<file path="config.mk">
export PLATFORM = sky130hd
export DESIGN_NAME = bitvector_rank_select
export DESIGN_NICKNAME = d
export VERILOG_FILES = /design/src/rtl/bvrs_pkg.sv /design/src/rtl/bvrs_ram.sv /design/src/rtl/bitvector_rank_select.sv
export SDC_FILE = /design/constraint.sdc
export NUM_CORES = 2
export LEC_CHECK = 0
export BUFFER_PORTS_ARGS = -buffer_cell sky130_fd_sc_hd__buf_2
export CAP_MARGIN = 20
export CORE_MARGIN = 2
export CORE_UTILIZATION = 47
export CTS_CLUSTER_SIZE = 25
export DETAILED_ROUTE_END_ITERATION = 10
export SETUP_SLACK_MARGIN = 0.15
export SYNTH_ARGS = -nofsm -noshare
export SYNTH_HDL_FRONTEND = slang
export SYNTH_HIERARCHICAL = 1
export SYNTH_SLANG_ARGS = --single-unit
</file>
<file path="constraint.sdc">
create_clock -name clk -period 8.4 [get_ports clk]
set_input_delay 0.42 -clock clk [delete_from_list [all_inputs] [get_ports clk]]
set_output_delay 0.42 -clock clk [all_outputs]
set_load 0.02 [all_outputs]
</file>
<file path="src/rtl/bvrs_pkg.sv">
`timescale 1ns / 1ps
// ----------------------------------------------------------------------------
// bvrs_pkg: shared types for the bit vector rank/select block
// Command codes, field widths and the request/result structs.
// ----------------------------------------------------------------------------
package bvrs_pkg;

    localparam int CNT_W  = 11;
    localparam int POS_W  = 10;
    localparam int IDX_W  = 7;
    localparam int BYTE_W = 8;

    typedef enum logic [1:0] {
        CMD_LOAD   = 2'd0,
        CMD_RANK   = 2'd1,
        CMD_SELECT = 2'd2
    } cmd_t;

    typedef struct packed {
        cmd_t              cmd;
        logic [IDX_W-1:0]  byte_index;
        logic [BYTE_W-1:0] byte_value;
        logic [CNT_W-1:0]  range_start;
        logic [CNT_W-1:0]  range_end;
        logic [CNT_W-1:0]  occurrence;
        logic              target_bit;
    } req_t;

    typedef struct packed {
        logic [CNT_W-1:0] bit_count;
        logic [POS_W-1:0] bit_position;
        logic             found;
    } rsp_t;

endpackage

</file>
<file path="src/rtl/bvrs_ram.sv">
`timescale 1ns / 1ps
// ----------------------------------------------------------------------------
// bvrs_ram: generic single-write, single-read RAM
// One write port, one read port with registered read data.
// ----------------------------------------------------------------------------
module bvrs_ram #(
    parameter int WIDTH = 8,
    parameter int DEPTH = 128,
    parameter int AW    = 7
) (
    input  logic             clk,
    input  logic             we,
    input  logic [AW-1:0]    waddr,
    input  logic [WIDTH-1:0] wdata,
    input  logic [AW-1:0]    raddr,
    output logic [WIDTH-1:0] rdata
);

    logic [WIDTH-1:0] mem [DEPTH];

    always_ff @(posedge clk)
    begin
        if (we)
        begin
            mem[waddr] <= wdata;
        end
        rdata <= mem[raddr];
    end

endmodule

</file>
<file path="src/rtl/bitvector_rank_select.sv">
`timescale 1ns / 1ps
// ----------------------------------------------------------------------------
// bitvector_rank_select: byte-loaded bit vector with range rank and select
// Load, no-op, empty-range, k = 0 select: result in the cycle after acceptance.
// Rank/select: one stored byte per cycle through a single popcount/scan unit,
// busy from acceptance until the result strobe.
// Select stops early at the byte holding the k-th match. Results cannot stall.
// Reset clears the length register and sequencer; store contents stay undefined.
// ----------------------------------------------------------------------------
module bitvector_rank_select #(
    parameter int MAX_BYTES = 128
) (
    input  logic                          clk,
    input  logic                          rst_n,
    input  logic                          start,
    output logic                          busy,
    input  bvrs_pkg::req_t                request,
    output logic                          done,
    output bvrs_pkg::rsp_t                result,
    input  logic                          cfg_we,
    input  logic [bvrs_pkg::CNT_W-1:0]    cfg_wdata
);

    localparam int AW      = (MAX_BYTES > 1) ? $clog2(MAX_BYTES) : 1;
    localparam int CAP     = MAX_BYTES * 8;
    localparam int CAP_MAX = (1 << bvrs_pkg::CNT_W) - 1;
    localparam logic [bvrs_pkg::CNT_W-1:0] CAP_L =
        bvrs_pkg::CNT_W'((CAP > CAP_MAX) ? CAP_MAX : CAP);
    localparam int BN_W = bvrs_pkg::CNT_W - 3;

    typedef enum logic {
        ST_IDLE,
        ST_RUN
    } state_t;

    state_t                       state_reg, state_next;
    logic [bvrs_pkg::CNT_W-1:0]   vlen_reg;
    logic                         sel_reg, sel_next;
    logic                         tbit_reg, tbit_next;
    logic [bvrs_pkg::CNT_W-1:0]   lo_reg, lo_next;
    logic [bvrs_pkg::CNT_W-1:0]   hi_reg, hi_next;
    logic [bvrs_pkg::CNT_W-1:0]   k_reg, k_next;
    logic [BN_W-1:0]              issue_reg, issue_next;
    logic [BN_W-1:0]              last_reg, last_next;
    logic [BN_W-1:0]              dbyte_reg, dbyte_next;
    logic                         dvld_reg, dvld_next;
    logic [bvrs_pkg::CNT_W-1:0]   acc_reg, acc_next;
    logic                         done_reg, done_next;
    bvrs_pkg::rsp_t               rsp_reg, rsp_next;

    logic                         accept;
    logic                         ram_we;
    logic [7:0]                   rdata;
    logic [bvrs_pkg::CNT_W-1:0]   eff_len;
    logic [bvrs_pkg::CNT_W-1:0]   end_c;
    logic [bvrs_pkg::CNT_W-1:0]   end_m1;
    logic [7:0]                   hit;
    logic [3:0]                   pc;
    logic [bvrs_pkg::CNT_W:0]     sum;
    logic                         hit_k;
    logic [3:0]                   need;
    logic [2:0]                   sel_idx;
    logic [3:0]                   run_cnt;
    logic [bvrs_pkg::CNT_W-1:0]   bit_pos;

    assign accept = start && (state_reg == ST_IDLE);
    assign busy   = (state_reg != ST_IDLE);
    assign done   = done_reg;
    assign result = rsp_reg;
    assign ram_we = accept && (request.cmd == bvrs_pkg::CMD_LOAD)
                    && (32'(request.byte_index) < MAX_BYTES);

    bvrs_ram #(
        .WIDTH (8),
        .DEPTH (MAX_BYTES),
        .AW    (AW)
    ) u_store (
        .clk   (clk),
        .we    (ram_we),
        .waddr (AW'(request.byte_index)),
        .wdata (request.byte_value),
        .raddr (AW'(issue_reg)),
        .rdata (rdata)
    );

    assign eff_len = (vlen_reg > CAP_L) ? CAP_L : vlen_reg;
    assign end_c   = (request.range_end > eff_len) ? eff_len : request.range_end;
    assign end_m1  = end_c - bvrs_pkg::CNT_W'(1);

    // per-byte evaluation: range mask, match, popcount, k-th match scan
    always_comb
    begin
        logic [bvrs_pkg::CNT_W-1:0] p;
        pc      = '0;
        run_cnt = '0;
        sel_idx = '0;
        for (int i = 0; i < 8; i++)
        begin
            p = {dbyte_reg, 3'(i)};
            hit[i] = (p >= lo_reg) && (p < hi_reg) && (rdata[i] == tbit_reg);
            pc = pc + {3'b0, hit[i]};
        end
        sum   = {1'b0, acc_reg} + {{(bvrs_pkg::CNT_W - 3){1'b0}}, pc};
        hit_k = (sum >= {1'b0, k_reg});
        need  = 4'(k_reg - acc_reg);
        for (int i = 0; i < 8; i++)
        begin
            if (hit[i])
            begin
                run_cnt = run_cnt + 4'd1;
                if (run_cnt == need)
                begin
                    sel_idx = 3'(i);
                end
            end
        end
        bit_pos = {dbyte_reg, sel_idx};
    end

    always_comb
    begin
        state_next = state_reg;
        sel_next   = sel_reg;
        tbit_next  = tbit_reg;
        lo_next    = lo_reg;
        hi_next    = hi_reg;
        k_next     = k_reg;
        issue_next = issue_reg;
        last_next  = last_reg;
        dbyte_next = dbyte_reg;
        dvld_next  = dvld_reg;
        acc_next   = acc_reg;
        done_next  = 1'b0;
        rsp_next   = '0;
        case (state_reg)
            ST_IDLE:
            begin
                if (accept)
                begin
                    case (request.cmd)
                        bvrs_pkg::CMD_RANK, bvrs_pkg::CMD_SELECT:
                        begin
                            if ((request.range_start >= end_c) ||
                                ((request.cmd == bvrs_pkg::CMD_SELECT) &&
                                 (request.occurrence == '0)))
                            begin
                                done_next = 1'b1;
                            end
                            else
                            begin
                                state_next = ST_RUN;
                                sel_next   = (request.cmd == bvrs_pkg::CMD_SELECT);
                                tbit_next  = request.target_bit;
                                lo_next    = request.range_start;
                                hi_next    = end_c;
                                k_next     = request.occurrence;
                                issue_next = request.range_start[bvrs_pkg::CNT_W-1:3];
                                last_next  = end_m1[bvrs_pkg::CNT_W-1:3];
                                dvld_next  = 1'b0;
                                acc_next   = '0;
                            end
                        end
                        default:
                        begin
                            done_next = 1'b1;
                        end
                    endcase
                end
            end
            ST_RUN:
            begin
                issue_next = issue_reg + BN_W'(1);
                dbyte_next = issue_reg;
                dvld_next  = 1'b1;
                if (dvld_reg)
                begin
                    acc_next = sum[bvrs_pkg::CNT_W-1:0];
                    if (sel_reg && hit_k)
                    begin
                        state_next            = ST_IDLE;
                        done_next             = 1'b1;
                        rsp_next.found        = 1'b1;
                        rsp_next.bit_position = bit_pos[bvrs_pkg::POS_W-1:0];
                    end
                    else if (dbyte_reg == last_reg)
                    begin
                        state_next = ST_IDLE;
                        done_next  = 1'b1;
                        if (!sel_reg)
                        begin
                            rsp_next.bit_count = sum[bvrs_pkg::CNT_W-1:0];
                        end
                    end
                end
            end
            default:
            begin
                state_next = ST_IDLE;
            end
        endcase
    end

    always_ff @(posedge clk or negedge rst_n)
    begin
        if (!rst_n)
        begin
            state_reg <= ST_IDLE;
            vlen_reg  <= '0;
            dvld_reg  <= 1'b0;
            done_reg  <= 1'b0;
            rsp_reg   <= '0;
            sel_reg   <= 1'b0;
            tbit_reg  <= 1'b0;
            lo_reg    <= '0;
            hi_reg    <= '0;
            k_reg     <= '0;
            issue_reg <= '0;
            last_reg  <= '0;
            dbyte_reg <= '0;
            acc_reg   <= '0;
        end
        else
        begin
            state_reg <= state_next;
            if (cfg_we)
            begin
                vlen_reg <= cfg_wdata;
            end
            dvld_reg  <= dvld_next;
            done_reg  <= done_next;
            rsp_reg   <= rsp_next;
            sel_reg   <= sel_next;
            tbit_reg  <= tbit_next;
            lo_reg    <= lo_next;
            hi_reg    <= hi_next;
            k_reg     <= k_next;
            issue_reg <= issue_next;
            last_reg  <= last_next;
            dbyte_reg <= dbyte_next;
            acc_reg   <= acc_next;
        end
    end

    a_done_idle: assert property (@(posedge clk) disable iff (!rst_n)
        done_reg |-> (state_reg == ST_IDLE))
        else $error("result issued while sequencer running");

    a_found_strobe: assert property (@(posedge clk) disable iff (!rst_n)
        rsp_reg.found |-> (done_reg && (rsp_reg.bit_count == '0)))
        else $error("found flag without select result");

    a_byte_bound: assert property (@(posedge clk) disable iff (!rst_n)
        ((state_reg == ST_RUN) && dvld_reg) |-> (dbyte_reg <= last_reg))
        else $error("scan passed last byte of range");

    a_run_done: assert property (@(posedge clk) disable iff (!rst_n)
        ((state_reg == ST_RUN) && $past(state_reg == ST_IDLE)) |-> !done_reg)
        else $error("result strobe on query start");

endmodule

</file>
Word level (Yosys, flattened, before mapping)
Memory sizes are Yosys's and may differ from the RTL's. A register that Yosys moved wholly into a read port is not among the register bits.
Cells that the tools add are included.
Widths: inputs -> output; s select.
{"block": "totals", "reg_bits": 106, "mem_bits_rw": 1024, "input_bits": 66, "output_inout_bits": 24, "wordCells": 164, "mem_count": 1}
{"block": "op_classes", "addsub": 18, "order_cmp": 20, "n_eq_ne": 22, "n_mux": 58, "bitwise_logic": 2, "reduce_logical": 27}
{"name": "u_store.mem", "words": 128, "word_bits": 8, "rd": 1, "rd_ports_with_merged_regs": 1, "wr": 1, "line": "bvrs_ram.sv:19", "text": "logic [WIDTH-1:0] mem [DEPTH];"}
{"op": "$mux 11", "count": 10}
{"op": "$ge 11x11->1", "count": 9}
{"op": "$lt 11x11->1", "count": 8}
{"op": "$mux 22", "count": 2}
{"op": "$mux 3", "count": 12}
{"op": "$add 4x1->4 const B", "count": 6}
{"op": "$eq 4x4->1", "count": 6}
{"op": "$mux 8", "count": 3}
{"op": "$pmux 11 s2", "count": 1}
{"op": "$logic_and 1x1->1", "count": 20}
{"op": "$mux 1", "count": 20}
{"op": "$mux 4", "count": 5}
{"op": "$add 4x1->4", "count": 4}
{"op": "$pmux 8 s2", "count": 1}
{"op": "$add 11x4->12", "count": 1}
{"op": "$ge 12x11->1", "count": 1}
{"op": "$gt 11x11->1", "count": 1}
{"op": "$gt 11x11->1 const B", "count": 1}
{"op": "$logic_not 11->1", "count": 1}
{"op": "$sub 11x1->11 const B", "count": 1}
{"op": "$add 8x1->8 const B", "count": 1}
{"op": "$eq 1x1->1", "count": 8}
{"op": "$eq 8x8->1", "count": 1}
{"op": "$reduce_and 4->1", "count": 2}
{"op": "17 further kinds", "count": 22}

Logic depth before layout (Yosys ltp)
{"block": "depth", "depth_word": 23, "depth_mapped": 30, "ltp_nobuf": 30}

By module
Netlist, hierarchy kept.
{"mod": "bvrs_ram", "instances": 1, "cells_each": 1635, "area_per_inst_um2": 39665.5, "seq_area_each_um2": 30909.6}
{"mod": "bitvector_rank_select", "instances": 1, "cells_each": 805, "area_per_inst_um2": 7634.8, "seq_area_each_um2": 2652.5}

Worst setup path before layout
OpenSTA, ideal clock, no wires.
{"block": "synth_path", "path_type": "reg2reg", "from": "register dbyte_reg[5]", "to": "register rsp_reg (netlist bit result[1])", "setup_ns": 0.122, "arrival_time_ns": 6.477, "required_time_ns": 8.278, "slack_ns": 1.800, "stages_incl_launch_ff": 28, "path_buffers": 0, "synth_period_minus_slack_ns": 6.600, "path_cell_list": "dfrtp_1 > ha_1 > nand4_1 > nor3_2 > nand2b_1 > o21ai_0 > nor4b_1 > fa_1 > fa_1 > inv_1 > fa_1 > inv_1 > fa_1 > inv_1 > fa_1 > inv_1 > ha_1 > a21o_1 > a21o_1 > a21o_1 > a21o_1 > a21o_1 > a21oi_1 > nor2b_1 > o2111ai_1 > a31oi_1 > and2_1 > a21boi_1"}
{"item": "start, declared", "line": "bitvector_rank_select.sv:45", "text": "logic [BN_W-1:0] dbyte_reg, dbyte_next;"}
{"item": "start signal, assigned", "line": "bitvector_rank_select.sv:239", "text": "dbyte_reg <= dbyte_next;"}
{"item": "end signal, assigned", "line": "bitvector_rank_select.sv:231", "text": "rsp_reg <= rsp_next;"}
{"item": "end, declared", "line": "bitvector_rank_select.sv:49", "text": "bvrs_pkg::rsp_t rsp_reg, rsp_next;"}

Final worst setup path
{"block": "layout_path", "from": "register dbyte_reg[2]", "to": "register state_reg, in the netlist busy"}
{"block": "layout_via", "elab_chain_len": 16, "elab_cells_between_ends": 47, "cone_classes": "add/sub: 8; order compare: 17; eq/ne: 1; mux: 4; reduce/logical: 17"}
{"item": "$ge 11x11->1 / $lt 11x11->1 (equally long branches)", "line": "bitvector_rank_select.sv:100", "text": "hit[i] = (p >= lo_reg) && (p < hi_reg) && (rdata[i] == tbit_reg);"}
{"item": "$logic_and 1x1->1 (2 in a row)", "line": "bitvector_rank_select.sv:100"}
{"item": "$add 1x1->2", "line": "bitvector_rank_select.sv:101", "text": "pc = pc + {3'b0, hit[i]};"}
{"item": "$add 2x1->3", "line": "bitvector_rank_select.sv:101"}
{"item": "$add 3x1->4", "line": "bitvector_rank_select.sv:101"}
{"item": "$add 4x1->4 (4 in a row)", "line": "bitvector_rank_select.sv:101"}
{"item": "$add 11x4->12", "line": "bitvector_rank_select.sv:103", "text": "sum = {1'b0, acc_reg} + {{(bvrs_pkg::CNT_W - 3){1'b0}}, pc};"}
{"item": "$ge 12x11->1", "line": "bitvector_rank_select.sv:104", "text": "hit_k = (sum >= {1'b0, k_reg});"}
{"item": "$logic_and 1x1->1", "line": "bitvector_rank_select.sv:178", "text": "if (sel_reg && hit_k)"}
{"item": "$mux 1 *", "line": "bitvector_rank_select.sv:178"}
{"item": "$mux 1 *", "line": "bitvector_rank_select.sv:175", "text": "if (dvld_reg)"}
{"item": "$pmux 1 s2 *", "line": "bitvector_rank_select.sv:135", "text": "case (state_reg)"}
{"item": "via state_next", "line": "bitvector_rank_select.sv:36", "text": "state_t state_reg, state_next;"}
{"item": "end signal, assigned", "line": "bitvector_rank_select.sv:224", "text": "state_reg <= state_next;"}
{"item": "end, declared", "line": "bitvector_rank_select.sv:36"}
The timed path passes the listed nets; every way through them passes the cells marked *.
A chain may end at the register's enable or synchronous reset.

==> results.cfg <==
[status]
status = complete, no violations

[critical_path]
cp-end-kind = flip-flop
crit_slowest_cell = a31oi_1
cp_slowest_stage_delay_ps = 760
critPathMostFrequentCell = fa_1
startpoint_type = flip-flop
path_class = reg -> reg
cp.arrival_ps = 7980
path_max_fanout = 9
worst_ep_required_time_ps = 8970

[synth]
yosysUniqueCellTypes = 73
synth.largest_area_cell = edfxtp_1
synthTopCellsByArea = edfxtp_1 65%, mux4_2 16%, dfrtp_1 5.6%
seq_area_frac_synth = 0.710
syn_avg_cell_area_sq_um = 19.4
synthesis.instances = 2440
async_reset_ff_frac = 0.0931
synth_ff_type = edfxtp_1
ys_ff_latch = 1138
syn_nets = 2582
synth-edff-count = 1024
yosysWarnings = 6
yosys.area.top_type_share = 0.650
synth_area_sq_mm = 0.0473

[timing]
fmax_mhz = 135
clock_skew_ps = 24.4
rsz0062_at_grt = no
fin_crit_sh = 0.882
tns_ps = 0
drv_slew = 0
worst_pin_slew_ps = 1140
setup_viol = 0
relSlewSlack = 0.235
fin_crit_ps = 7410
setup_slack_ps = 989
final_hold_viol_count = 0

[finish]
antenna_cells = 0
drive_gt1_frac = 0.263
regMostFlops = u_store/mem
final_common_cell = edfxtp_1
area_growth_pct = 12.9
largest_register_ffs = 1024
fin_util = 0.535
fillers = 7711
fin_cells = 3989
final_nets = 2737
mostFrequentLayoutCells = 1,024 x edfxtp_1, 336 x mux4_2, 159 x nor2_1

[drt]
routed_via_density = 5.92
wire_per_inst_um = 27.4
detail-route-antenna-nets = 0
first_iter_violations = 1937
drt_pass1_iterations = 5
vias = 23600
route.detailed.drc = 0
routed_wl_um = 109000

[placement]
dpl.cell_count = 3748
dp_hpwl_um = 67500
place.gp.congestion = 0.850
portBuffers = 89
place_ws_ps = 1060

[grt]
grt_usage = 0.215
grt_pass1_wl_um = 162000
grt_max_degree = 116
antenna_found_initial = 4
grt_pass1_vias = 24200
grt-ovfl-total = 0

[power]
vdd_drop_max_mv = 0.274
power_leakage_nw = 17.7
power_per_cell_area_mw_per_mm2 = 351
total_power_mw = 18.7

[floorplanning]
die_h_um = 321
num_rows = 116
start_util = 0.474
core_area_sq_mm = 0.0999
num_io_pins = 90
chipWidth_um = 321
die_area_sq_mm = 0.103

[clocking]
clkTransAtPathRegs_ps = 60
cts_inserted_buffers = 113
clock_path_buffers = 3
root_buffer = clkbuf_16
cts_htree_levels = 3
clock_latency_ps = 690
tritoncts = built
cts_sinks = 1138

[hold_path]
hold_class = in -> reg

[run]
drv_cap = 0
[Yosys cell counts (4+ instances only)]
library cell and number:
edfxtp_1 1024, mux4_2 336, nor2_1 159, dfrtp_1 106
nand2_1 88, ha_1 70, inv_1 63, clkbuf_1 60
xnor2_1 51, mux2_2 45, o21ai_0 44, a21oi_1 40
nand3_1 28, nor2b_1 27, buf_1 26, xor2_1 24
nor3_1 20, buf_2 19, a21o_1 17, mux2i_1 16
a31oi_1 14, and3_1 14, nand4_1 14, buf_4 11
nand2b_1 10, dfxtp_1 8, nor4_1 8, o21a_1 8
a22o_1 7, fa_1 6, o31a_1 5, or3_1 5
nor3b_1 4, o21ai_1 4
[worst max-delay path: cells and delay by family, from the launching register on]
kind	cells	cell delay, ps
and+or+nand+nor	11	2290
adders and majority gates	7	2700
DFF	1	460
buffers and inverters	5	490
xor gates and xnor gates	1	250
AOI/OAI and AO/OA	4	1080
[kinds of logic (layout without fill, tap and decap cells)]
group           count (synthesis)  after routing  share of synthesized area
compound gates                169            169                     0.0230
mux                           398            398                      0.174
fa+ha+maj                      76             76                     0.0211
simple gates                  397            397                     0.0397
xor+xnor                       80             80                     0.0161
flops                        1138           1138                      0.710
buf+inv                       182            433                     0.0161
[worst paths after layout]
kind / from / to / slack (ps) / cells after the start
worst min-delay path: request[27] / lo_reg[4] / 60 / 3
max in group asynchronous: rst_n / busy / 6820 / 3
min in group asynchronous: rst_n / hi_reg[4] / 290 / 2
worst max-delay path: dbyte_reg[2] / busy / 990 / 28
worst max register to register: dbyte_reg[2] / busy / 990 / 28
worst min register to register: vlen_reg[5] / vlen_reg[5] / 520 / 1
[per-stage QoR]
stage / hold slack [ps] / cell area, sq um
after global routing: 52.2 / 53400
after detailed placement: 463 / 49200
after CTS: 10.1 / 53400
after floorplan: 124 / 47300
after global placement: 460 / 49200
final: 62.4 / 53400
[report_power, final]
part | switching, mW | total, mW | internal (mW) | leakage, nW
Clock | 2.11 | 5.22 | 3.11 | 1.88
Sequential | 0.350 | 6.72 | 6.37 | 10.6
Combinational | 3.53 | 6.80 | 3.27 | 5.22
[area by class of cell]
type / count / area [sq um] / area share
clock buffer: 141 / 3000 / 0.0561
timing repair buffer: 158 / 1130 / 0.0211
sequential: 1138 / 33600 / 0.629
tap: 1298 / 1620 / 0.0304
clock inverter: 70 / 845 / 0.0158
multi-input combinational: 1120 / 13000 / 0.243
inverter: 64 / 240 / 0.00450
[routing by layer]
layer | GRT usage | up-vias | share of wire
met2 | 0.349 | 644 | 0.49
li1 | - | 10200 | -
met1 | 0.305 | 12600 | 0.44
met5 | 0 | - | 0.00042
met4 | 0.0542 | 8 | 0.019
met3 | 0.0352 | 138 | 0.054
[what timing repair did]
item | 4_1_cts | 5_1_grt
setup endpoints to repair | 0 | 0
hold buffers | 29 | 0
gates resized for setup | 0 | 0
setup buffers | 0 | 0
endpoints found under the hold margin | 70 | 0
No activity file was read; power rests on OpenSTA's default activity.
